$ cat config.mk
export PLATFORM = sky130hd
export DESIGN_NAME = trace_run_merger_top
export DESIGN_NICKNAME = d
export VERILOG_FILES = /design/src/hw/rtl/trm_pkg.sv /design/src/hw/rtl/trm_front.sv /design/src/hw/rtl/trm_queue.sv /design/src/hw/rtl/trm_back.sv /design/src/hw/rtl/trace_run_merger_top.sv
export SDC_FILE = /design/constraint.sdc
export NUM_CORES = 1
export LEC_CHECK = 0
export ABC_AREA = 1
export ABC_CLOCK_PERIOD_IN_PS = 3700
export CORE_ASPECT_RATIO = 1.4
export CORE_MARGIN = 1
export CORE_UTILIZATION = 40
export CTS_BUF_LIST = sky130_fd_sc_hd__clkbuf_8
export CTS_CLUSTER_SIZE = 10
export DETAILED_ROUTE_END_ITERATION = 10
export DONT_BUFFER_PORTS = 1
export HOLD_SLACK_MARGIN = 0.05
export MAX_ROUTING_LAYER = met4
export PLACE_DENSITY_LB_ADDON = 0.15
export SLEW_MARGIN = 40
export SYNTH_ARGS = -nofsm -noshare
export SYNTH_HDL_FRONTEND = slang
export SYNTH_SLANG_ARGS = --single-unit
$ cat constraint.sdc
create_clock -name clk -period 3.7 [get_ports clk]
set_input_delay 0.37 -clock clk [delete_from_list [all_inputs] [get_ports clk]]
set_output_delay 0.37 -clock clk [all_outputs]
set_load 0.005 [all_outputs]
$ cat src/hw/rtl/trm_pkg.sv
`timescale 1ns / 1ps

package trm_pkg;

    localparam int COORD_BITS = 12;
    localparam int SUM_BITS   = 2 * COORD_BITS;
    localparam int LEN_BITS   = COORD_BITS + 1;
    localparam int STEP_BITS  = $clog2(COORD_BITS);

    localparam logic [LEN_BITS-1:0] RUN_CAP = {1'b1, {COORD_BITS{1'b0}}};

    typedef logic [COORD_BITS-1:0] coord_t;

    typedef struct packed {
        coord_t column;
        coord_t row;
        logic   final_point;
    } point_t;

    typedef struct packed {
        coord_t out_column;
        coord_t out_row;
        logic   end_of_trace;
    } result_t;

    // One output point to be produced: column sum and point count of a run.
    typedef struct packed {
        logic [SUM_BITS-1:0] sum;
        logic [LEN_BITS-1:0] len;
        coord_t              row;
        logic                last;
    } cmd_t;

    typedef enum logic [1:0] {
        BK_IDLE,
        BK_DIVIDE,
        BK_HOLD
    } back_state_t;

endpackage

$ cat src/hw/rtl/trm_front.sv
`timescale 1ns / 1ps

module trm_front
    import trm_pkg::*;
(
    input  logic   clk,
    input  logic   rst_n,
    input  logic   point_valid,
    output logic   point_stall,
    input  point_t point,
    output logic   cmd_valid,
    input  logic   cmd_stall,
    output cmd_t   cmd
);

    logic                seen_first_reg, seen_first_next;
    logic                run_active_reg, run_active_next;
    coord_t              run_row_reg, run_row_next;
    logic [SUM_BITS-1:0] run_sum_reg, run_sum_next;
    logic [LEN_BITS-1:0] run_len_reg, run_len_next;

    logic slot0_valid_reg, slot0_valid_next;
    logic slot1_valid_reg, slot1_valid_next;
    cmd_t slot0_reg, slot0_next;
    cmd_t slot1_reg, slot1_next;

    logic                push;
    logic                accept;
    logic                same_row;
    logic [SUM_BITS-1:0] col_ext;
    logic [SUM_BITS-1:0] sum_new;
    logic [LEN_BITS-1:0] len_new;
    coord_t              row_new;
    logic                has_first;
    logic                has_second;
    cmd_t                first_cmd;
    cmd_t                second_cmd;

    assign push        = slot0_valid_reg && !cmd_stall;
    assign point_stall = slot1_valid_reg || (slot0_valid_reg && cmd_stall);
    assign accept      = point_valid && !point_stall;
    assign cmd_valid   = slot0_valid_reg;
    assign cmd         = slot0_reg;

    assign same_row = run_active_reg && (point.row == run_row_reg);
    assign col_ext  = {{(SUM_BITS - COORD_BITS){1'b0}}, point.column};

    always_comb
    begin
        if (same_row)
        begin
            row_new = run_row_reg;
            if (run_len_reg != RUN_CAP)
            begin
                sum_new = run_sum_reg + col_ext;
                len_new = run_len_reg + LEN_BITS'(1);
            end
            else
            begin
                sum_new = run_sum_reg;
                len_new = run_len_reg;
            end
        end
        else
        begin
            row_new = point.row;
            sum_new = col_ext;
            len_new = LEN_BITS'(1);
        end
    end

    always_comb
    begin
        has_first  = 1'b0;
        has_second = 1'b0;
        first_cmd  = '{sum: col_ext, len: LEN_BITS'(1), row: point.row,
                       last: point.final_point};
        second_cmd = '{sum: col_ext, len: LEN_BITS'(1), row: point.row, last: 1'b1};
        priority if (!seen_first_reg)
        begin
            has_first = 1'b1;
        end
        else if (run_active_reg && !same_row)
        begin
            has_first  = 1'b1;
            first_cmd  = '{sum: run_sum_reg, len: run_len_reg, row: run_row_reg,
                           last: 1'b0};
            has_second = point.final_point;
            second_cmd = '{sum: sum_new, len: len_new, row: row_new, last: 1'b1};
        end
        else if (point.final_point)
        begin
            has_first  = 1'b1;
            first_cmd  = '{sum: sum_new, len: len_new, row: row_new,
                           last: (len_new == LEN_BITS'(1))};
            has_second = (len_new != LEN_BITS'(1));
        end
    end

    always_comb
    begin
        seen_first_next = seen_first_reg;
        run_active_next = run_active_reg;
        run_row_next    = run_row_reg;
        run_sum_next    = run_sum_reg;
        run_len_next    = run_len_reg;
        if (accept)
        begin
            priority if (!seen_first_reg)
            begin
                seen_first_next = !point.final_point;
            end
            else if (point.final_point)
            begin
                seen_first_next = 1'b0;
                run_active_next = 1'b0;
                run_row_next    = '0;
                run_sum_next    = '0;
                run_len_next    = '0;
            end
            else
            begin
                run_active_next = 1'b1;
                run_row_next    = row_new;
                run_sum_next    = sum_new;
                run_len_next    = len_new;
            end
        end
    end

    always_comb
    begin
        slot0_valid_next = slot0_valid_reg;
        slot1_valid_next = slot1_valid_reg;
        slot0_next       = slot0_reg;
        slot1_next       = slot1_reg;
        if (push)
        begin
            slot0_valid_next = slot1_valid_reg;
            slot0_next       = slot1_reg;
            slot1_valid_next = 1'b0;
        end
        if (accept)
        begin
            slot0_valid_next = has_first;
            slot0_next       = first_cmd;
            slot1_valid_next = has_second;
            slot1_next       = second_cmd;
        end
    end

    always_ff @(posedge clk or negedge rst_n)
    begin
        if (!rst_n)
        begin
            seen_first_reg  <= 1'b0;
            run_active_reg  <= 1'b0;
            run_row_reg     <= '0;
            run_sum_reg     <= '0;
            run_len_reg     <= '0;
            slot0_valid_reg <= 1'b0;
            slot1_valid_reg <= 1'b0;
        end
        else
        begin
            seen_first_reg  <= seen_first_next;
            run_active_reg  <= run_active_next;
            run_row_reg     <= run_row_next;
            run_sum_reg     <= run_sum_next;
            run_len_reg     <= run_len_next;
            slot0_valid_reg <= slot0_valid_next;
            slot1_valid_reg <= slot1_valid_next;
        end
    end

    always_ff @(posedge clk)
    begin
        slot0_reg <= slot0_next;
        slot1_reg <= slot1_next;
    end

endmodule

$ cat src/hw/rtl/trm_queue.sv
`timescale 1ns / 1ps

module trm_queue
    import trm_pkg::*;
#(
    parameter int DEPTH = 4
)
(
    input  logic clk,
    input  logic rst_n,
    input  logic wr_valid,
    output logic wr_stall,
    input  cmd_t wr_cmd,
    output logic rd_valid,
    input  logic rd_stall,
    output cmd_t rd_cmd
);

    localparam int PTR_BITS = $clog2(DEPTH);
    localparam int CNT_BITS = $clog2(DEPTH + 1);

    cmd_t                mem_reg [DEPTH];
    logic [PTR_BITS-1:0] wr_ptr_reg, wr_ptr_next;
    logic [PTR_BITS-1:0] rd_ptr_reg, rd_ptr_next;
    logic [CNT_BITS-1:0] count_reg, count_next;

    logic do_wr;
    logic do_rd;

    assign wr_stall = (count_reg == CNT_BITS'(DEPTH));
    assign rd_valid = (count_reg != '0);
    assign rd_cmd   = mem_reg[rd_ptr_reg];
    assign do_wr    = wr_valid && !wr_stall;
    assign do_rd    = rd_valid && !rd_stall;

    always_comb
    begin
        wr_ptr_next = wr_ptr_reg;
        rd_ptr_next = rd_ptr_reg;
        count_next  = count_reg;
        if (do_wr)
        begin
            wr_ptr_next = (wr_ptr_reg == PTR_BITS'(DEPTH - 1)) ? '0
                                                                : wr_ptr_reg + PTR_BITS'(1);
        end
        if (do_rd)
        begin
            rd_ptr_next = (rd_ptr_reg == PTR_BITS'(DEPTH - 1)) ? '0
                                                                : rd_ptr_reg + PTR_BITS'(1);
        end
        if (do_wr && !do_rd)
        begin
            count_next = count_reg + CNT_BITS'(1);
        end
        else if (do_rd && !do_wr)
        begin
            count_next = count_reg - CNT_BITS'(1);
        end
    end

    always_ff @(posedge clk or negedge rst_n)
    begin
        if (!rst_n)
        begin
            wr_ptr_reg <= '0;
            rd_ptr_reg <= '0;
            count_reg  <= '0;
        end
        else
        begin
            wr_ptr_reg <= wr_ptr_next;
            rd_ptr_reg <= rd_ptr_next;
            count_reg  <= count_next;
        end
    end

    always_ff @(posedge clk)
    begin
        if (do_wr)
        begin
            mem_reg[wr_ptr_reg] <= wr_cmd;
        end
    end

endmodule

$ cat src/hw/rtl/trm_back.sv
`timescale 1ns / 1ps

module trm_back
    import trm_pkg::*;
(
    input  logic    clk,
    input  logic    rst_n,
    input  logic    cmd_valid,
    output logic    cmd_stall,
    input  cmd_t    cmd,
    output logic    result_valid,
    input  logic    result_stall,
    output result_t result
);

    back_state_t          state_reg, state_next;
    logic [SUM_BITS-1:0]  rem_reg;
    logic [SUM_BITS-1:0]  den_reg;
    coord_t               quo_reg;
    logic [STEP_BITS-1:0] step_reg;
    coord_t               row_reg;
    logic                 last_reg;
    logic                 out_valid_reg, out_valid_next;
    result_t              out_reg;

    logic                take;
    logic                step_en;
    logic                load_out;
    logic                out_free;
    logic                ge;
    logic [SUM_BITS-1:0] rem_sub;

    assign out_free     = !out_valid_reg || !result_stall;
    assign ge           = (rem_reg >= den_reg);
    assign rem_sub      = rem_reg - den_reg;
    assign result_valid = out_valid_reg;
    assign result       = out_reg;

    always_comb
    begin
        state_next = state_reg;
        unique case (state_reg)
            BK_IDLE:
            begin
                if (cmd_valid)
                begin
                    state_next = BK_DIVIDE;
                end
            end
            BK_DIVIDE:
            begin
                if (step_reg == '0)
                begin
                    state_next = BK_HOLD;
                end
            end
            BK_HOLD:
            begin
                if (out_free)
                begin
                    state_next = BK_IDLE;
                end
            end
            default:
            begin
                state_next = BK_IDLE;
            end
        endcase
    end

    always_comb
    begin
        cmd_stall = 1'b1;
        take      = 1'b0;
        step_en   = 1'b0;
        load_out  = 1'b0;
        unique case (state_reg)
            BK_IDLE:
            begin
                cmd_stall = 1'b0;
                take      = cmd_valid;
            end
            BK_DIVIDE:
            begin
                step_en = 1'b1;
            end
            BK_HOLD:
            begin
                load_out = out_free;
            end
            default:
            begin
                cmd_stall = 1'b1;
            end
        endcase
    end

    always_comb
    begin
        out_valid_next = out_valid_reg;
        if (load_out)
        begin
            out_valid_next = 1'b1;
        end
        else if (!result_stall)
        begin
            out_valid_next = 1'b0;
        end
    end

    always_ff @(posedge clk or negedge rst_n)
    begin
        if (!rst_n)
        begin
            state_reg     <= BK_IDLE;
            out_valid_reg <= 1'b0;
        end
        else
        begin
            state_reg     <= state_next;
            out_valid_reg <= out_valid_next;
        end
    end

    // Restoring division: the average fits in COORD_BITS, so as many steps suffice.
    always_ff @(posedge clk)
    begin
        if (take)
        begin
            rem_reg  <= cmd.sum;
            den_reg  <= {cmd.len, {(COORD_BITS - 1){1'b0}}};
            quo_reg  <= '0;
            step_reg <= STEP_BITS'(COORD_BITS - 1);
            row_reg  <= cmd.row;
            last_reg <= cmd.last;
        end
        else if (step_en)
        begin
            rem_reg  <= ge ? rem_sub : rem_reg;
            den_reg  <= den_reg >> 1;
            quo_reg  <= {quo_reg[COORD_BITS-2:0], ge};
            step_reg <= step_reg - STEP_BITS'(1);
        end
        if (load_out)
        begin
            out_reg <= '{out_column: quo_reg, out_row: row_reg, end_of_trace: last_reg};
        end
    end

endmodule

$ cat src/hw/rtl/trace_run_merger_top.sv
`timescale 1ns / 1ps
// Trace run merger.
// Points enter on the point channel (point_valid, point_stall, point) and
// simplified points leave on the result channel (result_valid,
// result_stall, result); an item moves when valid is high and stall is low.
// The first point of a trace is passed on, each later run of points on one
// row becomes one point at the truncated mean column, and a final run of
// more than one point is followed by the final point itself.
// The front end takes one point per cycle when not stalled and turns it into
// zero, one or two pending outputs; it stalls the input while it holds two,
// or one that the queue does not take. A queue of QUEUE_DEPTH entries feeds
// the back end, whose shared restoring divider takes no new entry until the
// result it works on has been loaded into the result register.
// When result_stall is high the result register holds, the back end waits,
// and the queue and front end fill before point_stall rises.
// Reset clears the run state, the queue and the result valid flag.
module trace_run_merger_top
    import trm_pkg::*;
#(
    parameter int QUEUE_DEPTH = 4
)
(
    input  logic    clk,
    input  logic    rst_n,
    input  logic    point_valid,
    output logic    point_stall,
    input  point_t  point,
    output logic    result_valid,
    input  logic    result_stall,
    output result_t result
);

    logic fq_valid;
    logic fq_stall;
    cmd_t fq_cmd;
    logic qb_valid;
    logic qb_stall;
    cmd_t qb_cmd;

    trm_front u_front
    (
        .clk         (clk),
        .rst_n       (rst_n),
        .point_valid (point_valid),
        .point_stall (point_stall),
        .point       (point),
        .cmd_valid   (fq_valid),
        .cmd_stall   (fq_stall),
        .cmd         (fq_cmd)
    );

    trm_queue #(
        .DEPTH (QUEUE_DEPTH)
    ) u_queue
    (
        .clk      (clk),
        .rst_n    (rst_n),
        .wr_valid (fq_valid),
        .wr_stall (fq_stall),
        .wr_cmd   (fq_cmd),
        .rd_valid (qb_valid),
        .rd_stall (qb_stall),
        .rd_cmd   (qb_cmd)
    );

    trm_back u_back
    (
        .clk          (clk),
        .rst_n        (rst_n),
        .cmd_valid    (qb_valid),
        .cmd_stall    (qb_stall),
        .cmd          (qb_cmd),
        .result_valid (result_valid),
        .result_stall (result_stall),
        .result       (result)
    );

endmodule

==> run metrics, run 1 <==
status=finished clean; Synth Area in Simple Gates=14.2%; Max Cap Viol=0; P&R area growth vs syn=12.0%; maximum VDD drop=0.000429 V; RSZ-0062 raised after global routing=false; worst reg2reg path startpoint=u_back.rem_reg[0]$_DFFE_PP_; gr usage total=20.8%; startpoint types=flip-flop; H-tree levels=3; CTS sink cnt=464; Hold Startpoint=point[21]; largest net degree at the start of global routing=103; drt pass-1 iters=5; Post-Route Setup TNS=0 ns; Placer Congestion=0.899; WHS Endpoint=u_front.cmd[34]$_DFFE_PP_; relative slew slack=43.1%; CP required=4.03 ns; Root Driver=clkbuf_8; placed insts=2718; ys async rst share=13.6%; Crit-path slowest cell=fa_1; number of global-route vias before repair=14800; PD cells=883 mW/mm2; non-filler cells, final=2882; Yosys top cell by area=edfxtp_1; skew final=0.0347 ns; NetSw=8300 uW; Post-CTS Hold Buffers=29; CTS resizes=0; Crit path buffers/inverters=3; CP peak stage delay=0.40 ns; Hold Path Class=input port to flip-flop; maximum clock rate=0.350 GHz; max-slew violations=0; Fin. Hold Viols=0; Comb power frac=36.6%; Netlist cell types=59; DRT iter0 DRCs=902; I/O pin count=56; total CTS buffers=77; Final ANT Viol Nets=0; measured slew at the worst slew-check pin=0.853 ns; Pint=12800 uW; core area=0.0524 mm2; setup bufs post-CTS=0; Seq cells post-synth=464; post-layout util=45.5%; detailed placement HPWL=33600 um; mux share of post-synthesis cell area=0.194%; xor/xnor share of the synthesized area=1.03%; largest buffer count on any clock path=3; clock-pin slew on the worst setup and hold paths=0.06 ns; cell mode on critical path=nand2_1; Critical Path, Cell by Cell=inv_1 -> ha_1 -> fa_1 -> inv_1 -> nand3_1 -> nand2_1 -> nand2_1 -> nand3b_1 -> nand2_1 -> nand2_1 -> nand3_1 -> o2111ai_1 -> nand2_1 -> nand2_1 -> buf_4; # port buffers=0; GRT Residual Overflow=0; Main synth FF type=edfxtp_1; Stages on worst setup path=15; first-pass GRT wire length=83700 um; total wire length=53200 um; routed vias/inst=5.20; crit-path max FO=19; worst skew pair latency=0.66 ns; share of layout cells above drive strength 1=8.23%; Rows=99; EDFF count, synth=374; R2R cell count=15; Synth Area in Adders=2.93%; hold depth=2; share of the synthesized area in the top cell type=52.7%; Reg2Reg Setup Slack=0.84 ns; NumNets Final=2196; Reg power frac=43.2%; Compound-Gate Fraction of Synth Area=13.1%; CTS tree=built; ranking of synthesized cells by area=edfxtp_1 53%, nand2_1 8.1%, dfrtp_1 7.4%, o21ai_0 4.8%, inv_1 3.3%; CP top delay family=simple AND/OR/NAND/NOR gates; height of the die=275 um; Hold WS=0.0913 ns; yosys warns=0; Critical Path AT=3.18 ns; min Tclk post-route=2.86 ns; largest family of logic cells by synthesized area=simple AND/OR/NAND/NOR gates; Netlist Area Pre-Place=0.0213 mm2; kind of critical path=flip-flop to flip-flop; initial antenna violation count=1; FILL cells=4946; register area share after synthesis=62.7%; Die Area=0.0542 mm2; routed length per placed instance=18.5 um; Starting Density=40.6%; Worst Setup End Kind=flip-flop; Cells after Synth=2071; die width=197 um; most frequent cells after synthesis=462 x nand2_1, 374 x edfxtp_1, 205 x o21ai_0; final setup vio count=0; Final period util=77.2%; Static Leak=0.00961 uW; reg2reg end=u_back.rem_reg[22]$_DFFE_PP_; Synth Area per Inst=10.3 um2; count leader, synth=nand2_1; Sw Ratio=39.4%; # DRC=0; max reg flops=200; clock share of power=20.2%; routed vias=15000
## worst max-delay path by stage
stage                                           startpoint  slack (ns)                              end
after CTS                      u_back.rem_reg[0]$_DFFE_PP_        0.84     u_back.rem_reg[11]$_DFFE_PP_
after global placement         u_back.rem_reg[0]$_DFFE_PP_        0.91      u_back.rem_reg[0]$_DFFE_PP_
after detailed placement       u_back.rem_reg[0]$_DFFE_PP_        0.86      u_back.rem_reg[0]$_DFFE_PP_
final                          u_back.rem_reg[0]$_DFFE_PP_        0.84     u_back.rem_reg[22]$_DFFE_PP_
after floorplan           u_queue.count_reg[0]$_DFFE_PN0P_        0.45  u_queue.mem_reg[0][0]$_DFFE_PP_
after global routing           u_back.rem_reg[0]$_DFFE_PP_        0.57     u_back.rem_reg[11]$_DFFE_PP_
## cell usage in the layout (no fill, tap or decap), drive strengths merged, types with 25 or more instances in the layout
cell and instances:
a21oi 131, buf 28, clkbuf 81, conb 25, dfrtp 63, dfxtp 27
dlygate4sd3 28, edfxtp 374, ha 45, inv 225, nand2 466, nand3 74
nor2 156, o21ai 212, o22ai 62
## cells by family (layout without fill, tap and decap cells)
family                     after synthesis  count (layout)
and+or+nand+nor                        738             738
AOI/OAI and AO/OA                      483             483
DFF                                    464             464
buffers and inverters                  307             387
adders and majority gates               48              48
xor gates and xnor gates                25              25
muxes                                    4               4
other                                    2              26
## area by class of cell
| class | instances | area (um2) | share of cell area (%) |
|---|---|---|---|
| inverters | 197 | 743 | 3.12 |
| clock inverters | 53 | 308 | 1.29 |
| well taps | 707 | 885 | 3.71 |
| diodes | 1 | 2.50 | 0.0105 |
| multi-input cells | 1323 | 6860 | 28.7 |
| clock buffers | 81 | 1110 | 4.67 |
| repair buffers | 56 | 597 | 2.50 |
| flip-flops and latches | 464 | 13300 | 56.0 |
## power groups by stage
| stage | Clock (uW) | Sequential (uW) | Combinational (uW) |
|---|---|---|---|
| 5_1_grt | 4620 | 9270 | 8710 |
| 6_report | 4260 | 9090 | 7710 |
| 3_5_place_dp | 0 | 9210 | 7700 |
| 2_1_floorplan | 0 | 8820 | 5420 |
| 4_1_cts | 4420 | 9110 | 7800 |
| 3_3_place_gp | 0 | 9140 | 7610 |
## metal layers
metal  global-route usage, %  routed length (um)
met5                       -                   0
met4                    6.71                1170
met3                    3.59                2590
met2                    34.5               26200
met1                    25.7               23300
## worst register-to-register path: cells and delay by family, from the launching register on
kind | cells | cell delay, ns
AND/OR/NAND/NOR | 9 | 1.02
flip-flops | 1 | 0.33
adder cells (fa/ha/maj) | 2 | 0.59
AO/OA/AOI/OAI | 1 | 0.13
buffers and inverters | 3 | 0.45
## per-stage QoR
stage          instance area [um2]  worst slack [ns]  total power, uW
2_1_floorplan                21400             0.446            14200
3_3_place_gp                 22100             0.912            16800
3_5_place_dp                 22100             0.864            16900
4_1_cts                      23900             0.839            21300
5_1_grt                      23900             0.568            22600
6_report                     23900             0.842            21100
(Power assumes the default switching activity.)
==> run 2, diff against run 1 <==
--- a/config.mk
+++ b/config.mk
@@ -6,7 +6,7 @@
 export NUM_CORES = 1
 export LEC_CHECK = 0
 export ABC_AREA = 1
-export ABC_CLOCK_PERIOD_IN_PS = 3700
+export ABC_CLOCK_PERIOD_IN_PS = 2400
 export CORE_ASPECT_RATIO = 1.4
 export CORE_MARGIN = 1
 export CORE_UTILIZATION = 40
==> constraint.sdc (replaced) <==
create_clock -name clk -period 2.4 [get_ports clk]
set_input_delay 0.24 -clock clk [delete_from_list [all_inputs] [get_ports clk]]
set_output_delay 0.24 -clock clk [all_outputs]
set_load 0.005 [all_outputs]
==> run 2 against run 1 <==
Count of clock-buffer cells in the layout rose by 4; fmax rose by 23%; global-route usage rose by 0.32 points; critical path depth did not move; sequential share of layout area fell by 2.5 points; final area rose by 4.6%; critical endpoint is now u_back.rem_reg[7]$_DFFE_PP_; highest routed layer unchanged.
==> run metrics, run 2 (synthesis gave the netlist of run 1 again) <==
first-pass GRT wire length=84800 um; hold depth=4; relative slew slack=59.1%; Max Cap Viol=0; met1 usage=25.4%; GRT Residual Overflow=0; R2R cell count=15; Static Leak=0.0101 uW; Reg2Reg Setup Slack=0.08 ns; core area=0.0524 mm2; Top Usage Layer GRT=met2; Starting Density=40.6%; DRT iter0 DRCs=814; commonest non-fill, non-tap cell in the layout=nand2_1; status=finished clean; Final Cell Area=0.0250 mm2; DP Area=0.0228 mm2; detailed placement HPWL=35400 um; maximum clock rate=0.432 GHz; Critical Path Sink=u_back.rem_reg[7]$_DFFE_PP_; Post-Route Setup TNS=0 ns; maximum VDD drop=0.000995 V; final setup vio count=0; FILL cells=4862; min Tclk post-route=2.32 ns; Hold WS=0.107 ns; H-tree levels=3; RSZ-0062 raised after global routing=true; share of layout cells above drive strength 1=13.3%; worst skew pair latency=0.65 ns; routed length per placed instance=18.2 um; Fin. Hold Viols=0; max-slew violations=0; grt met2 use=34.9%; Hold Path Class=input port to flip-flop; number of global-route vias before repair=15200; skew final=0.0255 ns; kind of critical path=flip-flop to flip-flop; worst reg2reg path startpoint=u_back.rem_reg[0]$_DFFE_PP_; clock-pin slew on the worst setup and hold paths=0.06 ns; met3 Use GR=4.03%; initial antenna violation count=1; routed vias=15200; crit-path max FO=8; Die Area=0.0542 mm2; CTS sink cnt=464; largest net degree at the start of global routing=64; Final period util=96.5%; Rows=99; die width=197 um; most frequent cells in the layout=449 x nand2_1, 374 x edfxtp_1, 210 x inv_1; reg2reg end=u_back.rem_reg[7]$_DFFE_PP_; routed vias/inst=5.12; CTS tree=built; PD cells=1370 mW/mm2; gr usage total=21.1%; CP required=2.76 ns; NumNets Final=2282; drt pass-1 iters=6; P&R area growth vs syn=17.2%; startpoint types=flip-flop; I/O pin count=56; start point of the critical path=u_back.rem_reg[0]$_DFFE_PP_; # port buffers=0; Placer Congestion=0.907; height of the die=275 um; total wire length=54200 um; Placement Setup Slack=-0.0954 ns; max reg flops=200; Root Driver=clkbuf_8; measured slew at the worst slew-check pin=0.613 ns; largest buffer count on any clock path=3; total CTS buffers=78; Worst Setup End Kind=flip-flop; # DRC=0; Critical Path AT=2.68 ns; PnR worst setup slack=0.0834 ns; Final ANT Viol Nets=0; total power=34200 uW
## run 2: cell count changes in the layout (fill, tap and decap cells not counted), moves of 5 or more
| cell | previous run | this run |
|---|---|---|
| a21oi_1 | 130 | 125 |
| a21oi_2 | 1 | 6 |
| buf_12 | 6 | 19 |
| buf_4 | 18 | 85 |
| clkinv_1 | 9 | 16 |
| clkinv_2 | 11 | 4 |
| ha_1 | 45 | 37 |
| nand2_1 | 461 | 449 |
| nand2_2 | 1 | 12 |
| o21ai_0 | 205 | 193 |
| o21ai_1 | 5 | 16 |
## run 2: worst min path at each step
stage	start	end	slack, ns
2_1_floorplan	rst_n	u_back.result_valid$_DFFE_PN0P_	-0.06
3_3_place_gp	rst_n	u_front.run_row_reg[7]$_DFFE_PN0P_	-0.05
3_5_place_dp	rst_n	u_front.run_row_reg[7]$_DFFE_PN0P_	-0.05
4_1_cts	point[14]	u_front.run_sum_reg[1]$_DFFE_PN0P_	0.06
5_1_grt	point[20]	u_front.cmd[33]$_DFFE_PP_	0.13
6_report	point[20]	u_front.cmd[33]$_DFFE_PP_	0.11
## run 2: power by group
part           switching, uW  total [uW]  internal (uW)
registers               1280       13900          12600
logic                   8700       13500           4850
clock network           3140        6720           3580
total                  13100       34200          21000
## run 2: stage by stage
stage          util [%]  cells
2_1_floorplan         -   2094
3_3_place_gp       43.6   2794
3_5_place_dp       43.6   2794
4_1_cts            47.0   2964
5_1_grt            47.6   2973
6_report           47.6   2973
## run 2: worst max-delay path, cell delays in order, from the launching register on
cell and delay [ns]:
edfxtp_1 0.34, inv_2 0.05, ha_4 0.16, fa_2 0.35, inv_1 0.06, nand3_1 0.06, nand2_1 0.10, nand2_1 0.06
nand3b_1 0.11, nand2_1 0.08, nand2_2 0.11, nand3_2 0.08, o2111ai_2 0.07, nand2_2 0.10, nand2_4 0.15, clkbuf_16 0.18
## run 2: layer usage
metal	share of wire, %	vias to the layer above
met4	2.7	0
li1	-	7437
met1	43	7332
met5	0	-
met2	50	353
met3	4.8	107
## run 2: repair_timing
| item | CTS | global route |
|---|---|---|
| hold endpoints to repair | 150 | 0 |
| resized for setup | 6 | 55 |
| pin swaps | 0 | 11 |
| setup buffers | 0 | 5 |
| setup endpoints to repair | 10 | 64 |
| hold buffers | 30 | 0 |
| cloned | 0 | 3 |
## run 2: final cells by class
cell class | instances | area [um2] | area share, %
diodes | 1 | 2.50 | 0.0100
clock buffers | 85 | 1170 | 4.69
clock inverters | 55 | 314 | 1.26
inverters | 197 | 743 | 2.98
multi-input cells | 1323 | 7020 | 28.1
flip-flops and latches | 464 | 13300 | 53.5
well taps | 707 | 885 | 3.54
repair buffers | 141 | 1470 | 5.90
==> run 3, diff against run 2 <==
--- a/config.mk
+++ b/config.mk
@@ -14,10 +14,11 @@
 export CTS_CLUSTER_SIZE = 10
 export DETAILED_ROUTE_END_ITERATION = 10
 export DONT_BUFFER_PORTS = 1
+export GPL_TIMING_DRIVEN = 0
 export HOLD_SLACK_MARGIN = 0.05
 export MAX_ROUTING_LAYER = met4
 export PLACE_DENSITY_LB_ADDON = 0.15
-export SLEW_MARGIN = 40
+export SLEW_MARGIN = 20
 export SYNTH_ARGS = -nofsm -noshare
 export SYNTH_HDL_FRONTEND = slang
 export SYNTH_SLANG_ARGS = --single-unit
==> run 3 against run 2 <==
Total power up 3.7%; die area unchanged; sequential cell count unchanged; count of clock-buffer cells in the layout up 2; worst setup slack worse by 0.049 ns; wire length up 12%; combinational power up 7%; critical endpoint is now u_back.rem_reg[15]$_DFFE_PP_; critical path depth down 1.
==> run metrics, run 3 (synthesis gave the netlist of run 1 again) <==
status=finished clean; CTS tree=built; top sig layer=met4; Reg power frac=39.3%; total power=35400 uW; Comb power frac=40.6%; metal2 WL=31700 um; non-filler cells, final=3008; min Tclk post-route=2.37 ns; max reg flops=200; # port buffers=0; Static Leak=0.0100 uW; Fin. Hold Viols=0; startpoint types=flip-flop; Worst Setup End Kind=flip-flop; number of global-route vias before repair=15700; CTS sink cnt=464; Final ANT Viol Nets=0; detailed placement HPWL=42000 um; Root Driver=clkbuf_8; Pint=21100 uW; most frequent cells in the layout=439 x nand2_1, 374 x edfxtp_1, 197 x inv_1; P&R area growth vs syn=18.9%; first-pass GRT wire length=92400 um; routed length per placed instance=20.2 um; skew final=0.0418 ns; largest net degree at the start of global routing=64; max-slew violations=0; Hold WS=0.0990 ns; DP Area=0.0225 mm2; final setup vio count=0; Hold Path Class=input port to flip-flop; total wire length=60700 um; maximum clock rate=0.423 GHz; Critical Path AT=2.72 ns; R2R cell count=14; worst skew pair latency=0.68 ns; total CTS buffers=78; hold depth=5; height of the die=275 um; Max Cap Viol=0; Post-Route M1 WL=24200 um; die width=197 um; NumNets Final=2313; core area=0.0524 mm2; gr usage total=23.5%; DRT iter0 DRCs=929; GRT Residual Overflow=0; clock share of power=20.1%; share of layout cells above drive strength 1=14.4%; kind of critical path=flip-flop to flip-flop; commonest non-fill, non-tap cell in the layout=nand2_1; NetSw=14300 uW; CP required=2.75 ns; post-layout util=48.3%; largest buffer count on any clock path=3; Starting Density=40.6%; Reg2Reg Setup Slack=0.03 ns; RSZ-0062 raised after global routing=true; I/O pin count=56; Final period util=98.6%; PD cells=1400 mW/mm2; Sw Ratio=40.4%; metal3 WL=2460 um; routed vias=15700; measured slew at the worst slew-check pin=0.788 ns; # DRC=0; initial antenna violation count=2; drt pass-1 iters=5; Final Cell Area=0.0253 mm2; placed insts=2810; relative slew slack=47.4%; routed vias/inst=5.20; H-tree levels=3; clock-pin slew on the worst setup and hold paths=0.06 ns; maximum VDD drop=0.000548 V; Rows=99; crit-path max FO=6; Die Area=0.0542 mm2; Placer Congestion=0.945
==> run 3: power groups by stage <==
| stage | Clock (uW) | Sequential [uW] | Combinational (uW) |
|---|---|---|---|
| 2_1_floorplan | 0 | 13500 | 8430 |
| 3_3_place_gp | 0 | 14000 | 12300 |
| 3_5_place_dp | 0 | 14100 | 12700 |
| 4_1_cts | 7270 | 13900 | 13600 |
| 5_1_grt | 7610 | 14200 | 15900 |
| 6_report | 7110 | 13900 | 14400 |
==> run 3: worst paths after layout <==
path                                              from                             endpoint
min                                          point[13]   u_front.run_sum_reg[0]$_DFFE_PN0P_
min in group asynchronous                        rst_n  u_front.run_sum_reg[10]$_DFFE_PN0P_
max reg2reg                u_back.rem_reg[0]$_DFFE_PP_         u_back.rem_reg[15]$_DFFE_PP_
min reg2reg                u_back.row_reg[7]$_DFFE_PP_           u_back.result[8]$_DFFE_PP_
max                        u_back.rem_reg[0]$_DFFE_PP_         u_back.rem_reg[15]$_DFFE_PP_
max in group asynchronous                        rst_n     u_queue.count_reg[0]$_DFFE_PN0P_
==> run 3: per-stage QoR <==
stage | setup TNS [ns] | setup WS, ns
CTS | -0.0140 | -0.00551
detailed placement | -93.73 | -1.01
floorplan | -0.769 | -0.0154
finish | 0 | 0.0341
global route | -1.28 | -0.0705
global placement | -226.92 | -0.933
==> run 3: area by class of cell <==
cell class / instances / area (um2)
fill: 4826 / 27100
inverter: 197 / 746
antenna: 2 / 5.00
sequential: 464 / 13400
clock inverter: 56 / 368
multi-input combinational: 1327 / 7500
buffer: 107 / 571
tap: 707 / 885
clock buffer: 87 / 1200
timing repair buffer: 61 / 699
==> run 3: repair_timing <==
item | 4_1_cts | 5_1_grt
endpoints found under the setup margin | 205 | 160
hold buffers | 33 | 0
setup buffers | 5 | 15
cloned | 3 | 1
gates resized for setup | 71 | 123
pin swaps | 9 | 22
endpoints found under the hold margin | 167 | 0
==> run 3: layer usage <==
metal | GRT usage (%) | vias up
li1 | - | 7507
met1 | 26.4 | 7599
met2 | 41.4 | 404
met3 | 3.48 | 146
met4 | 10.2 | 0
met5 | - | -
==> run 3: worst max-delay path, stage by stage, from the launching register on <==
cell,delay [ns]
edfxtp_1,0.34
inv_2,0.05
ha_4,0.16
fa_2,0.37
inv_2,0.06
nand3_2,0.05
nand2_2,0.07
nand2_1,0.05
nand3b_1,0.14
nand2_1,0.08
nand2_2,0.11
nand3_2,0.10
o2111ai_4,0.13
nand2_8,0.17
nand2_8,0.16
